[config.mk]
export PLATFORM = sky130hd
export DESIGN_NAME = circle_line_clip_by_sampling_top
export DESIGN_NICKNAME = d
export VERILOG_FILES = /design/src/hdl/clcs_pkg.sv /design/src/hdl/circle_line_clip_by_sampling_top.sv /design/src/hdl/clcs_dda.sv /design/src/hdl/clcs_inside.sv
export SDC_FILE = /design/constraint.sdc
export NUM_CORES = 2
export LEC_CHECK = 0
export ABC_AREA = 0
export BUFFER_PORTS_ARGS = -buffer_cell sky130_fd_sc_hd__buf_2
export CELL_PAD_IN_SITES_DETAIL_PLACEMENT = 1
export CELL_PAD_IN_SITES_GLOBAL_PLACEMENT = 2
export CORE_MARGIN = 2
export CORE_UTILIZATION = 35
export CTS_CLUSTER_DIAMETER = 30
export DETAILED_ROUTE_END_ITERATION = 10
export PLACE_DENSITY = 0.79
export RECOVER_POWER = 100
export SKIP_CTS_REPAIR_TIMING = 1
export SLEW_MARGIN = 20
export SYNTH_ARGS = -nofsm -noshare
export SYNTH_HDL_FRONTEND = slang
export SYNTH_SLANG_ARGS = --single-unit
[constraint.sdc]
create_clock -name clk -period 16.9 [get_ports clk]
set_input_delay 0.845 -clock clk [delete_from_list [all_inputs] [get_ports clk]]
set_output_delay 0.845 -clock clk [all_outputs]
set_load 0.01 [all_outputs]
[src/hdl/clcs_pkg.sv]
// ----------------------------------------------------------------------------
// clcs_pkg
// Shared types and constants for the sampled circle line clipper.
// ----------------------------------------------------------------------------
`default_nettype none

package clcs_pkg;

  localparam int COORD_BITS  = 16;
  localparam int RADIUS_BITS = 15;
  localparam int CMP_W       = (COORD_BITS > RADIUS_BITS) ? COORD_BITS : RADIUS_BITS;
  localparam int CFG_W       = CMP_W;
  localparam int SQ_W        = 2 * RADIUS_BITS;

  typedef logic signed [COORD_BITS-1:0]  coord_t;
  typedef logic        [COORD_BITS-1:0]  mag_t;
  typedef logic        [RADIUS_BITS-1:0] rad_t;
  typedef logic        [CFG_W-1:0]       cfg_data_t;
  typedef logic        [1:0]             cfg_idx_t;
  typedef logic        [1:0]             clip_status_t;

  localparam cfg_idx_t REG_CENTER_X = 2'd0;
  localparam cfg_idx_t REG_CENTER_Y = 2'd1;
  localparam cfg_idx_t REG_RADIUS   = 2'd2;

  localparam clip_status_t ST_CLIPPED = 2'd0;
  localparam clip_status_t ST_MISS    = 2'd1;
  localparam clip_status_t ST_ZERO    = 2'd2;

  typedef struct packed {
    coord_t start_x;
    coord_t start_y;
    coord_t end_x;
    coord_t end_y;
  } in_item_t;

  typedef struct packed {
    clip_status_t clip_status;
    coord_t       clip_start_x;
    coord_t       clip_start_y;
    coord_t       clip_end_x;
    coord_t       clip_end_y;
  } out_item_t;

  typedef struct packed {
    logic init;
    logic adv;
    logic load_pt;
  } dda_ctrl_t;

  typedef enum logic [1:0] {
    MOP_IDLE,
    MOP_R2,
    MOP_X,
    MOP_Y
  } mul_op_t;

endpackage

`default_nettype wire

[src/hdl/circle_line_clip_by_sampling_top.sv]
// ----------------------------------------------------------------------------
// circle_line_clip_by_sampling_top
// Clips a segment to a circle by testing evenly spaced sample points.
// ----------------------------------------------------------------------------
// Usage:
//   Configuration: cfg_valid/cfg_ready with cfg_index (0 centre x, 1 centre y,
//   2 radius) and cfg_data. cfg_ready is always high; writes are meant for
//   idle periods only. Other indexes are ignored.
//   Input: an item transfers on a rising edge with start high and busy low.
//   busy stays high until the result has been produced.
//   Output: out_valid strobes for one cycle with out_item; the receiver
//   cannot stall, so the result must be taken in that cycle.
//   Timing: after the input transfer the block passes through the difference
//   state and then, per sample step, an x-square and a y-square state; the
//   strobe follows the last step (the difference state for a zero-length
//   segment). A new item is accepted in the strobe cycle. Each sample step
//   uses the single squarer for the x offset, then the y offset.
//   Reset: rst_n (synchronous, active low) returns to idle and clears the
//   circle registers to centre 0, radius 0.
// ----------------------------------------------------------------------------
`default_nettype none

module circle_line_clip_by_sampling_top (
  input  wire logic                 clk,
  input  wire logic                 rst_n,
  input  wire logic                 start,
  output logic                      busy,
  input  wire clcs_pkg::in_item_t   in_item,
  output logic                      out_valid,
  output clcs_pkg::out_item_t       out_item,
  input  wire logic                 cfg_valid,
  output logic                      cfg_ready,
  input  wire clcs_pkg::cfg_idx_t   cfg_index,
  input  wire clcs_pkg::cfg_data_t  cfg_data
);
  import clcs_pkg::*;

  typedef enum logic [1:0] {
    S_IDLE,
    S_DIFF,
    S_SQX,
    S_SQY
  } state_t;

  state_t    state_r;
  coord_t    cx_r, cy_r;
  rad_t      rad_r;
  in_item_t  item_r;
  out_item_t out_item_r;
  logic      out_valid_r, out_valid_nxt;

  logic      found_r, found_nxt;
  coord_t    fx_r, fy_r, lx_r, ly_r;
  coord_t    fx_nxt, fy_nxt, lx_nxt, ly_nxt;

  dda_ctrl_t dctl;
  mul_op_t   mop;
  coord_t    px, py;
  logic      zero_len, last, hit;
  logic      accept;

  assign accept    = start && !busy;
  assign busy      = (state_r != S_IDLE);
  assign cfg_ready = 1'b1;

  clcs_dda u_dda (
    .clk      (clk),
    .ctrl     (dctl),
    .x1       (item_r.start_x),
    .y1       (item_r.start_y),
    .x2       (item_r.end_x),
    .y2       (item_r.end_y),
    .px       (px),
    .py       (py),
    .zero_len (zero_len),
    .last     (last)
  );

  clcs_inside u_inside (
    .clk    (clk),
    .op     (mop),
    .cx     (cx_r),
    .cy     (cy_r),
    .radius (rad_r),
    .px     (px),
    .py     (py),
    .hit    (hit)
  );

  always_comb begin
    dctl.init    = (state_r == S_DIFF);
    dctl.adv     = (state_r == S_SQX);
    dctl.load_pt = (state_r == S_SQY);
    unique case (state_r)
      S_DIFF:  mop = MOP_R2;
      S_SQX:   mop = MOP_X;
      S_SQY:   mop = MOP_Y;
      default: mop = MOP_IDLE;
    endcase
    out_valid_nxt = ((state_r == S_DIFF) && zero_len) ||
                    ((state_r == S_SQY) && last);
    found_nxt = found_r;
    fx_nxt    = fx_r;
    fy_nxt    = fy_r;
    lx_nxt    = lx_r;
    ly_nxt    = ly_r;
    if (state_r == S_DIFF) begin
      found_nxt = 1'b0;
    end
    if ((state_r == S_SQY) && hit) begin
      if (!found_r) begin
        fx_nxt = px;
        fy_nxt = py;
      end
      lx_nxt    = px;
      ly_nxt    = py;
      found_nxt = 1'b1;
    end
  end

  always_ff @(posedge clk) begin
    if (!rst_n) begin
      cx_r  <= '0;
      cy_r  <= '0;
      rad_r <= '0;
    end else if (cfg_valid && cfg_ready) begin
      unique case (cfg_index)
        REG_CENTER_X: cx_r  <= cfg_data[COORD_BITS-1:0];
        REG_CENTER_Y: cy_r  <= cfg_data[COORD_BITS-1:0];
        REG_RADIUS:   rad_r <= cfg_data[RADIUS_BITS-1:0];
        default:      ;
      endcase
    end
  end

  always_ff @(posedge clk) begin
    if (!rst_n) begin
      state_r     <= S_IDLE;
      out_valid_r <= 1'b0;
      found_r     <= 1'b0;
    end else begin
      out_valid_r <= out_valid_nxt;
      found_r     <= found_nxt;
      fx_r        <= fx_nxt;
      fy_r        <= fy_nxt;
      lx_r        <= lx_nxt;
      ly_r        <= ly_nxt;
      unique case (state_r)
        S_IDLE: begin
          if (accept) begin
            item_r  <= in_item;
            state_r <= S_DIFF;
          end
        end
        S_DIFF: begin
          if (zero_len) begin
            out_item_r <= '{clip_status: ST_ZERO, default: '0};
            state_r    <= S_IDLE;
          end else begin
            state_r <= S_SQX;
          end
        end
        S_SQX: begin
          state_r <= S_SQY;
        end
        S_SQY: begin
          if (last) begin
            if (found_nxt) begin
              out_item_r.clip_status  <= ST_CLIPPED;
              out_item_r.clip_start_x <= fx_nxt;
              out_item_r.clip_start_y <= fy_nxt;
              out_item_r.clip_end_x   <= lx_nxt;
              out_item_r.clip_end_y   <= ly_nxt;
            end else begin
              out_item_r <= '{clip_status: ST_MISS, default: '0};
            end
            state_r <= S_IDLE;
          end else begin
            state_r <= S_SQX;
          end
        end
        default: state_r <= S_IDLE;
      endcase
    end
  end

  assign out_valid = out_valid_r;
  assign out_item  = out_item_r;

  a_strobe_idle: assert property (@(posedge clk) disable iff (!rst_n)
    out_valid |-> !busy)
    else $error("result strobe while busy");

  a_accept_busy: assert property (@(posedge clk) disable iff (!rst_n)
    accept |=> busy)
    else $error("accepted item did not raise busy");

  a_strobe_single: assert property (@(posedge clk) disable iff (!rst_n)
    out_valid |=> !out_valid)
    else $error("result strobe longer than one cycle");

  a_miss_zero: assert property (@(posedge clk) disable iff (!rst_n)
    (out_valid && (out_item.clip_status != ST_CLIPPED)) |->
      ((out_item.clip_start_x == '0) && (out_item.clip_start_y == '0) &&
       (out_item.clip_end_x == '0) && (out_item.clip_end_y == '0)))
    else $error("non-clipped result carries coordinates");

  a_sq_order: assert property (@(posedge clk) disable iff (!rst_n)
    (state_r == S_SQX) |=> (state_r == S_SQY))
    else $error("x square not followed by y square");

endmodule

`default_nettype wire

[src/hdl/clcs_dda.sv]
// ----------------------------------------------------------------------------
// clcs_dda
// Exact rational step generator: holds s*|d| = q*m + r per axis and forms
// the truncated sample point of the current step.
// ----------------------------------------------------------------------------
`default_nettype none

module clcs_dda (
  input  wire logic               clk,
  input  wire clcs_pkg::dda_ctrl_t ctrl,
  input  wire clcs_pkg::coord_t   x1,
  input  wire clcs_pkg::coord_t   y1,
  input  wire clcs_pkg::coord_t   x2,
  input  wire clcs_pkg::coord_t   y2,
  output clcs_pkg::coord_t        px,
  output clcs_pkg::coord_t        py,
  output logic                    zero_len,
  output logic                    last
);
  import clcs_pkg::*;

  localparam int W = COORD_BITS;

  logic signed [W:0] dx, dy;
  mag_t              ax, ay, m;
  logic              nx, ny;

  mag_t              ax_r, ay_r, m_r, s_r;
  logic              nx_r, ny_r;
  logic [W-1:0]      rx_r, ry_r;
  logic [W:0]        qx_r, qy_r;
  coord_t            px_r, py_r;

  logic [W:0]        rx_sum, ry_sum;

  function automatic coord_t trunc_pt(coord_t base, logic neg, logic [W:0] q,
                                      logic [W-1:0] r);
    logic signed [W+1:0] be;
    logic signed [W+1:0] qe;
    logic signed [W+1:0] b;
    be = {{2{base[W-1]}}, base};
    qe = {1'b0, q};
    b  = neg ? (be - qe) : (be + qe);
    if (r != '0) begin
      if (!neg && b[W+1]) begin
        b = b + (W+2)'(1);
      end else if (neg && !b[W+1] && (b != '0)) begin
        b = b - (W+2)'(1);
      end
    end
    return b[W-1:0];
  endfunction

  always_comb begin
    dx = {x2[W-1], x2} - {x1[W-1], x1};
    dy = {y2[W-1], y2} - {y1[W-1], y1};
    nx = dx[W];
    ny = dy[W];
    ax = nx ? W'(-dx) : W'(dx);
    ay = ny ? W'(-dy) : W'(dy);
    m  = (ax > ay) ? ax : ay;
    zero_len = (m == '0);
    rx_sum = {1'b0, rx_r} + {1'b0, ax_r};
    ry_sum = {1'b0, ry_r} + {1'b0, ay_r};
  end

  always_ff @(posedge clk) begin
    if (ctrl.init) begin
      ax_r <= ax;
      ay_r <= ay;
      nx_r <= nx;
      ny_r <= ny;
      m_r  <= m;
      rx_r <= '0;
      ry_r <= '0;
      qx_r <= '0;
      qy_r <= '0;
      s_r  <= '0;
      px_r <= x1;
      py_r <= y1;
    end else begin
      if (ctrl.adv) begin
        if (rx_sum >= {1'b0, m_r}) begin
          rx_r <= W'(rx_sum - {1'b0, m_r});
          qx_r <= qx_r + (W+1)'(1);
        end else begin
          rx_r <= W'(rx_sum);
        end
        if (ry_sum >= {1'b0, m_r}) begin
          ry_r <= W'(ry_sum - {1'b0, m_r});
          qy_r <= qy_r + (W+1)'(1);
        end else begin
          ry_r <= W'(ry_sum);
        end
      end
      if (ctrl.load_pt) begin
        px_r <= trunc_pt(x1, nx_r, qx_r, rx_r);
        py_r <= trunc_pt(y1, ny_r, qy_r, ry_r);
        s_r  <= s_r + W'(1);
      end
    end
  end

  assign px   = px_r;
  assign py   = py_r;
  assign last = (s_r == m_r);

endmodule

`default_nettype wire

[src/hdl/clcs_inside.sv]
// ----------------------------------------------------------------------------
// clcs_inside
// Inside test around one shared squarer: radius squared once per item,
// then x and y offsets squared in alternation.
// ----------------------------------------------------------------------------
`default_nettype none

module clcs_inside (
  input  wire logic             clk,
  input  wire clcs_pkg::mul_op_t op,
  input  wire clcs_pkg::coord_t cx,
  input  wire clcs_pkg::coord_t cy,
  input  wire clcs_pkg::rad_t   radius,
  input  wire clcs_pkg::coord_t px,
  input  wire clcs_pkg::coord_t py,
  output logic                  hit
);
  import clcs_pkg::*;

  localparam int W = COORD_BITS;

  logic signed [W:0] ex, ey;
  logic [CMP_W-1:0]  magx, magy, rad_e;
  logic              farx, fary;
  rad_t              mul_a;
  logic [SQ_W-1:0]   prod;
  logic [SQ_W:0]     sum;

  logic [SQ_W-1:0]   r2_r, sqx_r;
  logic              farx_r;

  always_comb begin
    ex    = {px[W-1], px} - {cx[W-1], cx};
    ey    = {py[W-1], py} - {cy[W-1], cy};
    magx  = CMP_W'(ex[W] ? W'(-ex) : W'(ex));
    magy  = CMP_W'(ey[W] ? W'(-ey) : W'(ey));
    rad_e = CMP_W'(radius);
    farx  = magx > rad_e;
    fary  = magy > rad_e;
    case (op)
      MOP_R2:  mul_a = radius;
      MOP_X:   mul_a = magx[RADIUS_BITS-1:0];
      MOP_Y:   mul_a = magy[RADIUS_BITS-1:0];
      default: mul_a = '0;
    endcase
    prod = mul_a * mul_a;
    sum  = {1'b0, sqx_r} + {1'b0, prod};
    hit  = !farx_r && !fary && (sum <= {1'b0, r2_r});
  end

  always_ff @(posedge clk) begin
    if (op == MOP_R2) begin
      r2_r <= prod;
    end
    if (op == MOP_X) begin
      sqx_r  <= prod;
      farx_r <= farx;
    end
  end

endmodule

`default_nettype wire

# After elaboration in Yosys (flattened, before gate mapping)

Index checks and enable logic that the tools add are counted.

Reductions and logical operators: 36
Muxes and demuxes: 37
$add $sub $neg: 24
Multipliers: 1
$lt $le $gt $ge: 6
Eq/ne operators: 12

Operators with widths:

| operator                | number |
|---|---|
| $mux W16                | 23 |
| $mux W66                | 2 |
| $pmux W66 S2            | 1 |
| $sub A16 B16 Y17        | 4 |
| $mux W65                | 1 |
| $neg A16 Y16            | 4 |
| $pmux W15 S3            | 1 |
| $add A16 B18 Y18        | 2 |
| $mux W18                | 2 |
| $reduce_bool A18 Y1     | 2 |
| $sub A16 B18 Y18        | 2 |
| $add A16 B16 Y17        | 2 |
| $add A17 B1 Y17 const B | 2 |
| $ge A17 B16 Y1          | 2 |
| $add A16 B2 Y16 const B | 2 |
| $gt A16 B15 Y1          | 2 |
| $reduce_bool A16 Y1     | 2 |
| $sub A16 B16 Y16        | 2 |
| $sub A16 B2 Y16 const B | 2 |
| $add A30 B30 Y31        | 1 |
| $le A31 B30 Y1          | 1 |
| $mul A15 B15 Y30        | 1 |
| $add A16 B1 Y16 const B | 1 |
| $eq A16 B16 Y1          | 1 |
| other kinds (18)        | 51 |

Word-level logic and storage cells: 150
Output and inout port bits: 69
Register bits: 470

# Logic depth before layout (Yosys ltp)

Depth after elaboration: 13
Gate-level depth with buffers: 60
Gate-level depth less buffers: 57

# Cells and area by module

A second synthesis with hierarchy kept.

Cells, all modules: 4231
Area, all modules: 39809.4 um^2

By module, submodules not included:

| module                           | times used | seq. area each (um^2) | area each (um^2) | cells an instance |
|---|---|---|---|---|
| clcs_dda                         | 1          | 4103.9                | 16854.9          | 2075 |
| clcs_inside                      | 1          | 1771.7                | 13085.0          | 1467 |
| circle_line_clip_by_sampling_top | 1          | 6846.6                | 9869.5           | 689 |

# Worst setup path before layout

No wires, ideal clock.

Kind: register to register
From: register u_dda.py_r[0] (netlist: u_dda.py[0])
To: register fy_r[10], data pin
Path slack: 3718 ps
Library setup time: 262 ps
Data arrival time: 12920 ps
Stages on the path, launching flop included: 56
Clock period less this slack: 13182 ps
Path through: edfxtp_1 inv_1 ha_1 fa_1 nor2b_1 o2111ai_1 nand3_1 a31oi_1 xnor2_1 or4b_2 or3b_2 o31ai_1 xor2_1 a221oi_1 clkbuf_1 nor2_1 fa_1 inv_1 [... 20 more ...] a31o_2 and3_1 nor2_1 o21ai_0 nor2_1 xnor2_1 ha_1 nand3_1 nor2_1 a2111oi_0 nand3_1 a211oi_1 a211oi_1 a211oi_1 nand2_2 nor2_4 buf_6 mux2_1

Word-level cells in the longest chain between the ends: 10

RTL lines:

| what                        | line                                    | source |
|---|---|---|
| from (decl)                 | clcs_dda.sv:32                          | `coord_t px_r, py_r;` |
| from (signal assigned)      | clcs_dda.sv:80                          | `py_r <= y1;` |
| from (signal assigned)      | clcs_dda.sv:98                          | `py_r <= trunc_pt(y1, ny_r, qy_r, ry_r);` |
| $sub A16 B16 Y17 *          | clcs_inside.sv:34                       | `ey = {py[W-1], py} - {cy[W-1], cy};` |
| $neg A16 Y16                | clcs_inside.sv:36                       | `magy = CMP_W'(ey[W] ? W'(-ey) : W'(ey));` |
| $mux W16 *                  | clcs_inside.sv:36                       |  |
| $pmux W15 S3 *              | clcs_inside.sv:40                       | `case (op)` |
| $mul A15 B15 Y30 *          | clcs_inside.sv:46                       | `prod = mul_a * mul_a;` |
| named net u_inside.prod[19] | clcs_inside.sv:26                       | `logic [SQ_W-1:0] prod;` |
| $add A30 B30 Y31 *          | clcs_inside.sv:47                       | `sum = {1'b0, sqx_r} + {1'b0, prod};` |
| $le A31 B30 Y1 *            | clcs_inside.sv:48                       | `hit = !farx_r && !fary && (sum <= {1'b0, r2_r});` |
| $logic_and A1 B1 Y1 *       | clcs_inside.sv:48                       |  |
| $logic_and A1 B1 Y1 *       | circle_line_clip_by_sampling_top.sv:110 | `if ((state_r == S_SQY) && hit) begin` |
| $mux W16 *                  | circle_line_clip_by_sampling_top.sv:110 |  |
| named net fy_nxt[10]        | circle_line_clip_by_sampling_top.sv:54  | `coord_t fx_nxt, fy_nxt, lx_nxt, ly_nxt;` |
| to (signal assigned)        | circle_line_clip_by_sampling_top.sv:145 | `fy_r <= fy_nxt;` |
| to (decl)                   | circle_line_clip_by_sampling_top.sv:53  | `coord_t fx_r, fy_r, lx_r, ly_r;` |

The timed path passes the listed nets; every way through them passes the cells marked *.
A chain may end at the register's enable or synchronous reset.

# Final worst setup path

From: register state_r[0]
To: register fx_r[14], data pin

Word-level cells in the longest chain between the ends: 10

RTL lines:

| what                                         | line                                    | source |
|---|---|---|
| from (decl)                                  | circle_line_clip_by_sampling_top.sv:45  | `state_t state_r;` |
| from (signal assigned)                       | circle_line_clip_by_sampling_top.sv:138 | `state_r <= S_IDLE;` |
| from (signal assigned)                       | circle_line_clip_by_sampling_top.sv:152 | `state_r <= S_DIFF;` |
| from (signal assigned)                       | circle_line_clip_by_sampling_top.sv:158 | `state_r <= S_IDLE;` |
| $eq A2 B2 Y1 or $eq A2 B1 Y1 (tied branches) | circle_line_clip_by_sampling_top.sv:94  | `unique case (state_r)` |
| $pmux W2 S3 *                                | circle_line_clip_by_sampling_top.sv:94  |  |
| $eq A2 B2 Y1 or $eq A2 B1 Y1 (tied branches) | clcs_inside.sv:40                       |  |
| $pmux W15 S3 *                               | clcs_inside.sv:40                       |  |
| named net u_inside.mul_a[0]                  | clcs_inside.sv:25                       | `rad_t mul_a;` |
| $mul A15 B15 Y30 *                           | clcs_inside.sv:46                       |  |
| named net u_inside.prod[16]                  | clcs_inside.sv:26                       |  |
| $add A30 B30 Y31 *                           | clcs_inside.sv:47                       |  |
| $le A31 B30 Y1 *                             | clcs_inside.sv:48                       |  |
| $logic_and A1 B1 Y1 *                        | clcs_inside.sv:48                       |  |
| $logic_and A1 B1 Y1 *                        | circle_line_clip_by_sampling_top.sv:110 |  |
| $mux W16 *                                   | circle_line_clip_by_sampling_top.sv:110 |  |
| named net fx_nxt[14]                         | circle_line_clip_by_sampling_top.sv:54  |  |
| to (signal assigned)                         | circle_line_clip_by_sampling_top.sv:144 | `fx_r <= fx_nxt;` |
| to (decl)                                    | circle_line_clip_by_sampling_top.sv:53  |  |

Marked as above.

==> results.md <==
* Power Dens Cells at ~170 nW/µm²
* Slew margin rel. at -230%
* Top FF cell, synth: edfxtp_1
* Synth top area share at 26.0%
* Maximum number of pins on one net before global-route repair at 97
* Peak Freq at between 60 and 70 MHz
* Nets at around 5000
* Met2 Track Usage GR at between 30% and 40%
* CP Launch Type: register
* Commonest non-fill, non-tap cells in the layout: inv_1 (423), ha_1 (372), edfxtp_1 (335)
* Post-Syn Area at slightly below 40000 µm²
* CTS tree: built
* Critical Path RT at roughly 17000 ps
* Deepest clock path buffer count at 3
* # fillers at 12667
* DR vias/cell at ~5.4
* Clk pin slew, worst setup/hold paths at 50 ps
* Final Total Pwr at 7.43 mW
* Failing checks: max-capacitance violations, max-slew violations
* Tmin final at 15260 ps
* # H-tree levels at 3
* Slowest cell on the critical path: clkbuf_1
* IO Port Bufs at 153
* Routed Antenna Nets at 0
* Worst Max-Slew Pin Slew at 4950 ps
* I/O Pins at 155
* DRC at 0
* CP arrival at 15710 ps
* Max_cap viols at 13
* Clk Latency, worst-skew pair at 720 ps
* Critical path peak fanout at 59
* Layout cells sized above 1 at under 10%
* Core Area at 109000 µm²
* Worst path most repeated cell: fa_1
* Drt total wl at 124000 µm
* Synthesis Warnings at 0
* DR vias at around 32000
* Mean area per synthesized cell at 9.27 µm²
* Total track usage at a little over a fifth
* Most common cell after layout, fill and taps aside: inv_1
* Detail Placement HPWL at approximately 95000 µm
* Reg area at approximately 13000 µm²
* Cell leakage power at 18.6 nW
* Period utilization at 90.3%
* CTS Root Cell: clkbuf_16
* Wire length per cell at 21.1 µm
* Final setup viols at 0
* WHS at roughly 310 ps
* Syn-to-layout area delta at 16.2%
* WS Path Type: register to register
* Largest cells by area after synthesis: edfxtp_1 (26%), ha_1 (12%), fa_1 (7.6%), dfxtp_1 (6.9%), xnor2_1 (5.0%)
* Clock sink count at between 400 and 500
* Post-synth ARST share at 0%
* Die Area at 113000 µm²
* Final setup skew at between 30 and 40 ps
* DR iter-0 viols at 1765
* Yosys reg bits at 468
* Synthesized net count at between 4000 and 5000
* Gr busiest metal: met2
* Hold Crit Class: primary input to register
* Cells after synthesis at 4172
* Crit end category: register
* Starting density of the core at 35.4%
* Initial antenna violation count at 5
* Worst VDD drop at 0.000104 V
* Status: finished with violations
* Yosys cell types at 100
* CP max stage delay at 2390 ps
* Final Hold Viols at 0
* Inserted Clock Buffers at 118
* Number of global-route vias before repair at 33070
* First-pass GRT wire length at 193000 µm
* Grt total ovfl at 0
* Final slew viol count at 582
* RSZ-0062 raised after global routing: no
* TritonRoute pass-1 iters at 5
* Routability cong. at 0.877
* Yosys top cell by area: edfxtp_1
* Setup TNS at 0 ps
* Row cnt at 121
* Met1 global-route usage at 29.3%
* Multi-input gate area at roughly 24000 µm²
* Post-synthesis sequential area ratio at 32.9%
* Global-route met3 utilization at 3.22%
* Die W at around 340 µm
* EDFF count, synth at 335
* Die Height at between 300 and 400 µm
[state kept, by name, summed over array words and instances, names as in the netlist, 2 cells and up]
name	flops
fx_r	16
lx_r	16
u_dda.ax_r	16
u_inside.r2_r	29
state_r	2
cx_r	16
u_dda.rx_r	16
u_dda.py	16
u_dda.ry_r	16
item_r	64
rad_r	15
u_dda.m_r	16
u_dda.px	16
ly_r	16
u_dda.ay_r	16
cy_r	16
u_dda.s_r	16
out_item	66
fy_r	16
u_dda.qx_r	17
u_dda.qy_r	17
u_inside.sqx_r	29
[layer usage]
layer / up-vias / share of wire (%) / wire length, µm
met3: 155 / 4.2 / 5250
met4: 4 / 2.1 / 2640
met2: 567 / 48 / 59500
li1: 15207 / - / -
met5: - / 0.018 / 23
met1: 15840 / 46 / 56900
[critical path: cells and delay by family (launching register included)]
family / cells / cell delay [ps]
mux: 2 / 630
xor+xnor: 2 / 380
simple gates: 14 / 2750
buf+inv: 8 / 4110
flops: 1 / 570
compound gates: 12 / 2550
fa+ha+maj: 9 / 3870
[cell families after synthesis]
kind of cell | count (synthesis) | share of synthesized area, %
DFF | 468 | 32.9
and+or+nand+nor | 1250 | 15.7
AOI/OAI and AO/OA | 935 | 16.2
adders and majority gates | 523 | 19.7
other | 1 | 0.00970
buffers and inverters | 589 | 5.81
muxes | 75 | 2.12
xor gates and xnor gates | 331 | 7.51
[cells in the mapped netlist, types with 11 or more instances]
| library cell | instances |
|---|---|
| nand2b_1 | 30 |
| o31ai_1 | 18 |
| nor2_1 | 336 |
| nor4b_1 | 11 |
| edfxtp_1 | 335 |
| inv_1 | 424 |
| o211ai_1 | 39 |
| clkbuf_1 | 136 |
| xor2_1 | 107 |
| or3_1 | 31 |
| and3_1 | 43 |
| nor4_1 | 48 |
| a31oi_1 | 33 |
| a21o_1 | 98 |
| o21ai_0 | 165 |
| and2_1 | 27 |
| nor3_1 | 79 |
| or4_1 | 15 |
| a32o_1 | 22 |
| fa_1 | 147 |
| nor2b_1 | 31 |
| o21a_1 | 43 |
| mux2_1 | 29 |
| a21oi_1 | 236 |
| o21ai_1 | 13 |
| a21boi_0 | 61 |
| xnor2_1 | 223 |
| nand2_1 | 328 |
| nand3b_1 | 23 |
| dfxtp_1 | 133 |
| a211oi_1 | 28 |
| nand4_1 | 58 |
| ha_1 | 372 |
| nand3_1 | 129 |
| mux2i_1 | 23 |
| or2_2 | 19 |
| a41o_1 | 18 |
| mux2_2 | 22 |
| o21bai_1 | 26 |
| o31a_1 | 11 |
[final timing paths]
path | from | endpoint | slack, ps | cells past startpoint
worst min register to register | cx_r[9] | cx_r[9] | 470 | 2
worst min-delay path | in_item[50] | item_r[50] | 310 | 1
worst max-delay path | state_r[0] | fx_r[14] | 1640 | 47
worst max register to register | state_r[0] | fx_r[14] | 1640 | 47
[layout make-up]
cell class / instances / area share (%)
Timing Repair Buffer: 186 / 1.92
Multi-Input combinational cell: 3115 / 52.8
Tap cell: 1476 / 4.11
Sequential cell: 468 / 28.3
Clock inverter: 68 / 2.13
Antenna cell: 1 / 0.00557
Inverter: 432 / 3.61
Clock buffer: 157 / 7.07
[stage by stage]
| step | cells | area (µm²) | setup slack (ps) | util (%) |
|---|---|---|---|---|
| after detailed placement | 5677 | 41000 | 1930 | 37.5 |
| after CTS | 5902 | 45100 | 1790 | 41.3 |
| after floorplan | 4172 | 38700 | 3720 | - |
| final | 5903 | 45000 | 1640 | 41.1 |
| after global routing | 5902 | 44900 | 276 | 41.1 |
| after global placement | 5677 | 41000 | 2160 | 37.5 |
[where the power goes]
group,switching [mW],leakage [nW],internal (mW)
Combinational,2.17,12.4,1.38
Sequential,0.135,4.27,1.41
Clock,0.745,1.97,1.59
Note: power is estimated with default switching activity, not from simulation.
